## src/hw/rtl/pgt_pkg.sv

```systemverilog
// Shared types, codes and helpers for the per-peer sequence gap tracker.
package pgt_pkg;

  localparam int unsigned KEY_W   = 40;
  localparam int unsigned SEQ_W   = 32;
  localparam int unsigned CNT_W   = 32;
  localparam int unsigned PEER_W  = 7;
  localparam int unsigned ENTRY_W = KEY_W + SEQ_W;

  typedef enum logic {
    OP_PACKET = 1'b0,
    OP_STATS  = 1'b1
  } op_t;

  typedef enum logic [2:0] {
    ST_NEW      = 3'd0,
    ST_IN_ORDER = 3'd1,
    ST_GAP      = 3'd2,
    ST_DUP      = 3'd3,
    ST_FULL     = 3'd4,
    ST_STATS    = 3'd5
  } status_t;

  typedef enum logic {
    BK_IDLE = 1'b0,
    BK_SCAN = 1'b1
  } back_state_t;

  typedef struct packed {
    op_t              op;
    logic [KEY_W-1:0] key;
    logic [SEQ_W-1:0] seq;
  } item_t;

  typedef struct packed {
    logic  valid;
    item_t item;
  } queue_head_t;

  function automatic logic [CNT_W-1:0] sat_inc(input logic [CNT_W-1:0] v);
    sat_inc = (v == {CNT_W{1'b1}}) ? v : v + CNT_W'(1);
  endfunction

endpackage

```

## src/hw/rtl/per_peer_sequence_gap_tracker_unit.sv

```systemverilog
// Top level of the per-peer sequence gap tracker: front end, queue and back end.
//
// Channel   Direction  Handshake                         Payload
// request   in         start / busy (taken: start&!busy) in_operation, in_node_id,
//                                                        in_interface_index,
//                                                        in_sequence_number
// result    out        out_valid, one cycle, no stall    out_status, out_total_dropped,
//                                                        out_period_dropped, out_peer_count
//
// A stats request is answered once the back end pops it from the queue. A packet request
// scans the peer table RAM one entry per cycle (registered read port) and stops at the
// matching entry; a new peer or a full table is reported once all filled entries are read.
// Requests ahead in the queue delay results. A two-entry queue decouples intake from
// the scan; busy is high while it is full. Reset (rst_n low, synchronous) empties the
// table and clears all counters; the receiver cannot stall results.
module per_peer_sequence_gap_tracker_unit #(
  parameter int unsigned PEER_ENTRIES = 64
) (
  input  logic        clk,
  input  logic        rst_n,
  input  logic        start,
  output logic        busy,
  input  logic        in_operation,
  input  logic [31:0] in_node_id,
  input  logic [7:0]  in_interface_index,
  input  logic [31:0] in_sequence_number,
  output logic        out_valid,
  output logic [2:0]  out_status,
  output logic [31:0] out_total_dropped,
  output logic [31:0] out_period_dropped,
  output logic [6:0]  out_peer_count
);
  import pgt_pkg::*;

  queue_head_t head;
  logic        pop;

  pgt_front u_front (
    .clk    (clk),
    .rst_n  (rst_n),
    .start  (start),
    .busy   (busy),
    .in_op  (in_operation),
    .in_node(in_node_id),
    .in_ifx (in_interface_index),
    .in_seq (in_sequence_number),
    .head   (head),
    .pop    (pop)
  );

  pgt_back #(
    .PEER_ENTRIES(PEER_ENTRIES)
  ) u_back (
    .clk       (clk),
    .rst_n     (rst_n),
    .head      (head),
    .pop       (pop),
    .out_valid (out_valid),
    .out_status(out_status),
    .out_total (out_total_dropped),
    .out_period(out_period_dropped),
    .out_peers (out_peer_count)
  );

endmodule

```

## src/hw/rtl/pgt_ram.sv

```systemverilog
// Generic single-write, single-read RAM with registered read data.
module pgt_ram #(
  parameter int unsigned WIDTH = 8,
  parameter int unsigned DEPTH = 16
) (
  input  logic                     clk,
  input  logic                     we,
  input  logic [$clog2(DEPTH)-1:0] waddr,
  input  logic [WIDTH-1:0]         wdata,
  input  logic [$clog2(DEPTH)-1:0] raddr,
  output logic [WIDTH-1:0]         rdata
);

  logic [WIDTH-1:0] mem [DEPTH];
  logic [WIDTH-1:0] rdata_r;

  always_ff @(posedge clk) begin
    if (we) begin
      mem[waddr] <= wdata;
    end
    rdata_r <= mem[raddr];
  end

  assign rdata = rdata_r;

endmodule

```

## src/hw/rtl/pgt_front.sv

```systemverilog
// Front end: request intake, classification and a two-entry queue to the back end.
module pgt_front (
  input  logic                 clk,
  input  logic                 rst_n,
  input  logic                 start,
  output logic                 busy,
  input  logic                 in_op,
  input  logic [31:0]          in_node,
  input  logic [7:0]           in_ifx,
  input  logic [31:0]          in_seq,
  output pgt_pkg::queue_head_t head,
  input  logic                 pop
);
  import pgt_pkg::*;

  item_t      q_r [2];
  logic       wptr_r, wptr_nxt;
  logic       rptr_r, rptr_nxt;
  logic [1:0] cnt_r, cnt_nxt;
  logic       push;
  item_t      in_item;

  assign busy = (cnt_r == 2'd2);
  assign push = start && !busy;

  always_comb begin
    in_item.op  = in_op ? OP_STATS : OP_PACKET;
    in_item.key = {in_node, in_ifx};
    in_item.seq = in_seq;
  end

  always_comb begin
    wptr_nxt = push ? ~wptr_r : wptr_r;
    rptr_nxt = pop ? ~rptr_r : rptr_r;
    cnt_nxt  = cnt_r + 2'(push) - 2'(pop);
  end

  always_ff @(posedge clk) begin
    if (!rst_n) begin
      wptr_r <= 1'b0;
      rptr_r <= 1'b0;
      cnt_r  <= 2'd0;
    end else begin
      wptr_r <= wptr_nxt;
      rptr_r <= rptr_nxt;
      cnt_r  <= cnt_nxt;
    end
  end

  always_ff @(posedge clk) begin
    if (push) begin
      q_r[wptr_r] <= in_item;
    end
  end

  assign head.valid = (cnt_r != 2'd0);
  assign head.item  = q_r[rptr_r];

`ifndef SYNTHESIS
  a_cnt_bound: assert property (@(posedge clk) disable iff (!rst_n) cnt_r <= 2'd2)
    else $error("queue count out of range");
  a_pop_nonempty: assert property (@(posedge clk) disable iff (!rst_n) pop |-> cnt_r != 2'd0)
    else $error("pop from empty queue");
  a_ptr_gap: assert property (@(posedge clk) disable iff (!rst_n)
      (cnt_r == 2'd1) |-> (wptr_r != rptr_r))
    else $error("queue pointers disagree with count");
`endif

endmodule

```

## src/hw/rtl/pgt_back.sv

```systemverilog
// Back end: peer table scan, insert or sequence update, drop counters, result register.
module pgt_back #(
  parameter int unsigned PEER_ENTRIES = 64
) (
  input  logic                 clk,
  input  logic                 rst_n,
  input  pgt_pkg::queue_head_t head,
  output logic                 pop,
  output logic                 out_valid,
  output logic [2:0]           out_status,
  output logic [31:0]          out_total,
  output logic [31:0]          out_period,
  output logic [6:0]           out_peers
);
  import pgt_pkg::*;

  localparam int unsigned AW = $clog2(PEER_ENTRIES);
  localparam int unsigned CW = $clog2(PEER_ENTRIES + 1);

  back_state_t       state_r, state_nxt;
  item_t             cur_r, cur_nxt;
  logic [CW-1:0]     idx_r, idx_nxt;
  logic              pend_r, pend_nxt;
  logic [AW-1:0]     paddr_r, paddr_nxt;
  logic [CW-1:0]     count_r, count_nxt;
  logic [CNT_W-1:0]  total_r, total_nxt;
  logic [CNT_W-1:0]  period_r, period_nxt;
  logic              ov_r, ov_nxt;
  status_t           ost_r, ost_nxt;
  logic [CNT_W-1:0]  otot_r, otot_nxt;
  logic [CNT_W-1:0]  oper_r, oper_nxt;
  logic [PEER_W-1:0] opeer_r, opeer_nxt;

  logic               we;
  logic [AW-1:0]      waddr;
  logic [ENTRY_W-1:0] wdata;
  logic [AW-1:0]      raddr;
  logic [ENTRY_W-1:0] rdata;
  logic [KEY_W-1:0]   rd_key;
  logic [SEQ_W-1:0]   rd_seq;
  logic [SEQ_W-1:0]   succ;
  logic               hit;
  logic [31:0]        count_ext;

  pgt_ram #(
    .WIDTH(ENTRY_W),
    .DEPTH(PEER_ENTRIES)
  ) u_table (
    .clk  (clk),
    .we   (we),
    .waddr(waddr),
    .wdata(wdata),
    .raddr(raddr),
    .rdata(rdata)
  );

  assign rd_key = rdata[ENTRY_W-1 -: KEY_W];
  assign rd_seq = rdata[SEQ_W-1:0];
  assign succ   = rd_seq + SEQ_W'(1);
  assign hit    = pend_r && (rd_key == cur_r.key);

  always_comb begin
    state_nxt  = state_r;
    cur_nxt    = cur_r;
    idx_nxt    = idx_r;
    pend_nxt   = 1'b0;
    paddr_nxt  = paddr_r;
    count_nxt  = count_r;
    total_nxt  = total_r;
    period_nxt = period_r;
    ov_nxt     = 1'b0;
    ost_nxt    = ost_r;
    pop        = 1'b0;
    we         = 1'b0;
    waddr      = paddr_r;
    wdata      = {cur_r.key, cur_r.seq};
    raddr      = idx_r[AW-1:0];

    unique case (state_r)
      BK_IDLE: begin
        if (head.valid) begin
          pop = 1'b1;
          if (head.item.op == OP_STATS) begin
            ov_nxt     = 1'b1;
            ost_nxt    = ST_STATS;
            period_nxt = '0;
          end else begin
            cur_nxt   = head.item;
            idx_nxt   = '0;
            state_nxt = BK_SCAN;
          end
        end
      end
      BK_SCAN: begin
        if (hit) begin
          we     = 1'b1;
          waddr  = paddr_r;
          ov_nxt = 1'b1;
          if (cur_r.seq > succ) begin
            total_nxt  = sat_inc(total_r);
            period_nxt = sat_inc(period_r);
            ost_nxt    = ST_GAP;
          end else if (cur_r.seq <= rd_seq) begin
            ost_nxt = ST_DUP;
          end else begin
            ost_nxt = ST_IN_ORDER;
          end
          state_nxt = BK_IDLE;
        end else if (idx_r < count_r) begin
          pend_nxt  = 1'b1;
          paddr_nxt = idx_r[AW-1:0];
          idx_nxt   = idx_r + CW'(1);
        end else begin
          ov_nxt = 1'b1;
          if (count_r == CW'(PEER_ENTRIES)) begin
            ost_nxt = ST_FULL;
          end else begin
            we        = 1'b1;
            waddr     = count_r[AW-1:0];
            count_nxt = count_r + CW'(1);
            ost_nxt   = ST_NEW;
          end
          state_nxt = BK_IDLE;
        end
      end
      default: state_nxt = BK_IDLE;
    endcase

    count_ext = 32'(count_nxt);
    otot_nxt  = total_nxt;
    oper_nxt  = (state_r == BK_IDLE) ? period_r : period_nxt;
    opeer_nxt = (count_ext > 32'd127) ? 7'd127 : count_ext[PEER_W-1:0];
  end

  always_ff @(posedge clk) begin
    if (!rst_n) begin
      state_r  <= BK_IDLE;
      pend_r   <= 1'b0;
      idx_r    <= '0;
      count_r  <= '0;
      total_r  <= '0;
      period_r <= '0;
      ov_r     <= 1'b0;
    end else begin
      state_r  <= state_nxt;
      pend_r   <= pend_nxt;
      idx_r    <= idx_nxt;
      count_r  <= count_nxt;
      total_r  <= total_nxt;
      period_r <= period_nxt;
      ov_r     <= ov_nxt;
    end
  end

  always_ff @(posedge clk) begin
    cur_r   <= cur_nxt;
    paddr_r <= paddr_nxt;
    ost_r   <= ost_nxt;
    otot_r  <= otot_nxt;
    oper_r  <= oper_nxt;
    opeer_r <= opeer_nxt;
  end

  assign out_valid  = ov_r;
  assign out_status = ost_r;
  assign out_total  = otot_r;
  assign out_period = oper_r;
  assign out_peers  = opeer_r;

`ifndef SYNTHESIS
  a_count_bound: assert property (@(posedge clk) disable iff (!rst_n)
      count_r <= CW'(PEER_ENTRIES))
    else $error("peer count above table size");
  a_idx_bound: assert property (@(posedge clk) disable iff (!rst_n)
      (state_r == BK_SCAN) |-> (idx_r <= count_r))
    else $error("scan index past filled entries");
  a_stats_clear: assert property (@(posedge clk) disable iff (!rst_n)
      (ov_r && ost_r == ST_STATS) |-> (period_r == '0))
    else $error("period counter not cleared by stats request");
  a_gap_total: assert property (@(posedge clk) disable iff (!rst_n)
      (ov_r && ost_r == ST_GAP) |-> (total_r != '0))
    else $error("gap reported without total drop count");
  a_one_result: assert property (@(posedge clk) disable iff (!rst_n)
      (state_r == BK_SCAN && state_nxt == BK_IDLE) |=> ov_r)
    else $error("scan finished without result");
`endif

endmodule
```

## config.mk

```make
export PLATFORM = sky130hd
export DESIGN_NAME = per_peer_sequence_gap_tracker_unit
export DESIGN_NICKNAME = d
export VERILOG_FILES = /design/src/hw/rtl/pgt_pkg.sv /design/src/hw/rtl/per_peer_sequence_gap_tracker_unit.sv /design/src/hw/rtl/pgt_ram.sv /design/src/hw/rtl/pgt_front.sv /design/src/hw/rtl/pgt_back.sv
export SDC_FILE = /design/constraint.sdc
export NUM_CORES = 2
export LEC_CHECK = 0
export BUFFER_PORTS_ARGS = -buffer_cell sky130_fd_sc_hd__buf_2
export CORE_UTILIZATION = 60
export CTS_BUF_LIST = sky130_fd_sc_hd__clkbuf_8 sky130_fd_sc_hd__clkbuf_16
export DETAILED_ROUTE_END_ITERATION = 8
export PLACE_DENSITY = 0.8
export SETUP_SLACK_MARGIN = 0.4
export SYNTH_ARGS = -nofsm -noshare
export SYNTH_HDL_FRONTEND = slang
export SYNTH_MEMORY_MAX_BITS = 65536
export SYNTH_SLANG_ARGS = --single-unit
```

## constraint.sdc

```tcl
create_clock -name clk -period 29.2 [get_ports clk]
set_clock_uncertainty 0.2 [all_clocks]
set_input_delay 4.38 -clock clk [delete_from_list [all_inputs] [get_ports clk]]
set_output_delay 4.38 -clock clk [all_outputs]
set_load 0.01 [all_outputs]
```

==> impl_metrics.json <==
{
  "outcome": "completed",
  "place_area_um2": 200500,
  "setup_viol": 0,
  "irDropWorstVdd_mv": 0.06322,
  "grt_pass1_vias": 101800,
  "critPathLaunchType": "register",
  "power_density_nw_per_um2": 73.63,
  "netlist_top_cells_count": "edfxtp_1 (4835), mux4_2 (1512), clkbuf_1 (271)",
  "dp_hpwl_mm": 256.5,
  "fin_nets": 8716,
  "worstSetupPathType": "register to register",
  "n_fill_cell": 17480,
  "die_y_um": 569.2,
  "slew_headroom_pct": 9.248,
  "yosysTopAreaCell": "edfxtp_1",
  "core_um2": 319100,
  "post_cts_buffers": 0,
  "clkTransAtPathRegs_ns": 0.06,
  "rows": 207,
  "wl_mm": 596.4,
  "p_leak_nw": 66.06,
  "cts_resized": 0,
  "cts_tree": "done",
  "hold_path.class": "register to register",
  "cap_violations": 0,
  "ant_nets": 0,
  "numCtsBuffers": 468,
  "preCtsSetupSlack_ns": 21.83,
  "max_freq_mhz": 137.0,
  "synthCells": 8043,
  "vias": 102900,
  "dr.first_iter.drc_count": 20210,
  "synth_top_area_share_pct": 75.21,
  "die_w_um": 569.2,
  "cp_data_arrival_time_ns": 7.68,
  "synth_edf_count": 4835,
  "fin_area_um2": 215700,
  "synth-seq-area-share_pct": 77.58,
  "drc": 0,
  "ys_top_cells_by_area": "edfxtp_1 (75%), mux4_2 (18%), dfxtp_1 (2.4%), clkbuf_1 (0.53%), ha_1 (0.51%)",
  "cts_root_buf": "clkbuf_16",
  "area_growth_pct": 11.71,
  "synthesis.area_um2": 193100,
  "initial_core_util_pct": 60.50,
  "ys_warn_count": 0,
  "gp_routability_congestion": 0.8672,
  "grt_util_all_layers_pct": 36.99,
  "async_flop_share_pct": 0,
  "clk_latency_ns": 1.04,
  "synth.distinct_cells": 61,
  "rsz0062_at_grt": "no",
  "routedWlPerCell_um": 44.98,
  "htreeDepth": 5,
  "grt_overflow": 0,
  "io_pins": 152,
  "clock-sinks": 5064,
  "crit_path_end_kind": "register",
  "avgViaCountPerCell": 7.762,
  "ys.flop_type": "edfxtp_1",
  "synth_nets": 8197,
  "cts_buffer_depth": 4,
  "tightest_slew_ns": 1.361,
  "crit_required_ns": 29.58,
  "final_hold_viol_count": 0,
  "final_max_slew_viol_count": 0,
  "port-buffer-count": 151,
  "synth.most_common_cell": "edfxtp_1",
  "fin_ws_ns": 21.90,
  "die-area_um2": 324000,
  "drive_above_1_share_pct": 31.36,
  "period_share_pct": 24.99,
  "antenna_found_initial": 19,
  "ys_ff_latch": 5064,
  "grt_max_degree": 146,
  "min_period_ns": 7.297,
  "grt_pass1_wl_mm": 820.0,
  "setup_tns_ns": 0,
  "syn_area_per_cell_um2": 24.00,
  "drtPass1Iterations": 6,
  "cp_max_fo": 65,
  "hold_buffers": 0
}
-- path summary, 6_finish.rpt --
| path | slack (ns) | depth (start not counted) | startpoint | to |
|---|---|---|---|---|
| setup reg to reg | 21.90 | 10 | u_back.cur_r[58] | u_back.u_table.mem[57][4] |
| hold reg to reg | 0.30 | 2 | u_back.total_r[9] | u_back.total_r[9] |
| hold / removal | 0.30 | 2 | u_back.total_r[9] | u_back.total_r[9] |
| setup / recovery | 21.90 | 10 | u_back.cur_r[58] | u_back.u_table.mem[57][4] |
-- cells by family (layout without fill, tap and decap cells) --
family / count (synthesis) / count (layout) / share of synthesized area [%]
AOI/OAI and AO/OA: 129 / 129 / 0.4310
buffers and inverters: 459 / 1377 / 0.9715
adders and majority gates: 78 / 78 / 0.5055
DFF: 5064 / 5064 / 77.58
xor gates and xnor gates: 130 / 130 / 0.5898
muxes: 1644 / 1644 / 18.37
and+or+nand+nor: 539 / 539 / 1.547
other: 0 / 15 / 0
-- cells in the final DEF, fill, tap and decap left out, drive strengths merged, types with 76 or more instances in the layout --
cell | netlist | layout
inv | 59 | 180
ha | 78 | 78
edfxtp | 4835 | 4835
clkbuf | 271 | 499
nand3 | 76 | 76
dfxtp | 229 | 229
clkinv | 0 | 193
buf | 129 | 449
xnor2 | 89 | 89
mux4 | 1512 | 1512
nand2 | 103 | 103
-- final cells by class --
cell class	count	area (um2)	share of cell area (%)
inverters	59	221.5	0.1027
clock inverters	370	2898	1.344
diodes	15	37.54	0.01741
repair buffers	449	3281	1.521
clock buffers	499	12170	5.644
flip-flops and latches	5064	149800	69.46
well taps	4284	5360	2.486
multi-input cells	2520	41890	19.42
-- power breakdown --
group | leakage, nW | switching [mW] | internal [mW]
sequential | 45.4 | 0.0603 | 8.52
combinational | 12.9 | 0.873 | 0.247
clock | 7.79 | 2.85 | 3.32
total | 66.1 | 3.79 | 12.1
-- stage by stage --
step	hold WS [ns]	total power, mW	utilization [%]	cells
after floorplan	0.2323	9.327	-	8043
after global routing	0.3160	16.14	67.58	13250
final	0.2982	15.88	67.59	13260
after global placement	0.2660	9.673	62.85	12380
after detailed placement	0.2858	9.761	62.85	12380
after CTS	0.2911	15.83	67.57	13250
-- state kept, by name, indices dropped and copies added, names as in the netlist, 32 cells and up, named ones only --
name and cells:
u_back.cur_r 72, u_back.u_table.rdata 72, u_back.total_r 32, u_back.out_total 32, u_front.q_r 146, u_back.period_r 32
u_back.out_period 32, u_back.u_table.mem 4608
-- per-layer routing --
metal  wire length, um  track usage [%]
met1            182500            46.66
met2            279600            57.31
met3             91730            11.68
met4             42500            21.28
met5               128                0
-- worst max-delay path, stage by stage, from the launching register on --
cell,delay (ns)
edfxtp_1,0.39
buf_4,0.32
xnor2_1,0.84
nand4_1,0.42
nor3_1,0.54
and4_1,0.98
nor2_1,0.29
a22o_1,0.53
nor4_2,0.38
buf_4,0.84
buf_4,0.88
Note: power is estimated with default switching activity, not from simulation.
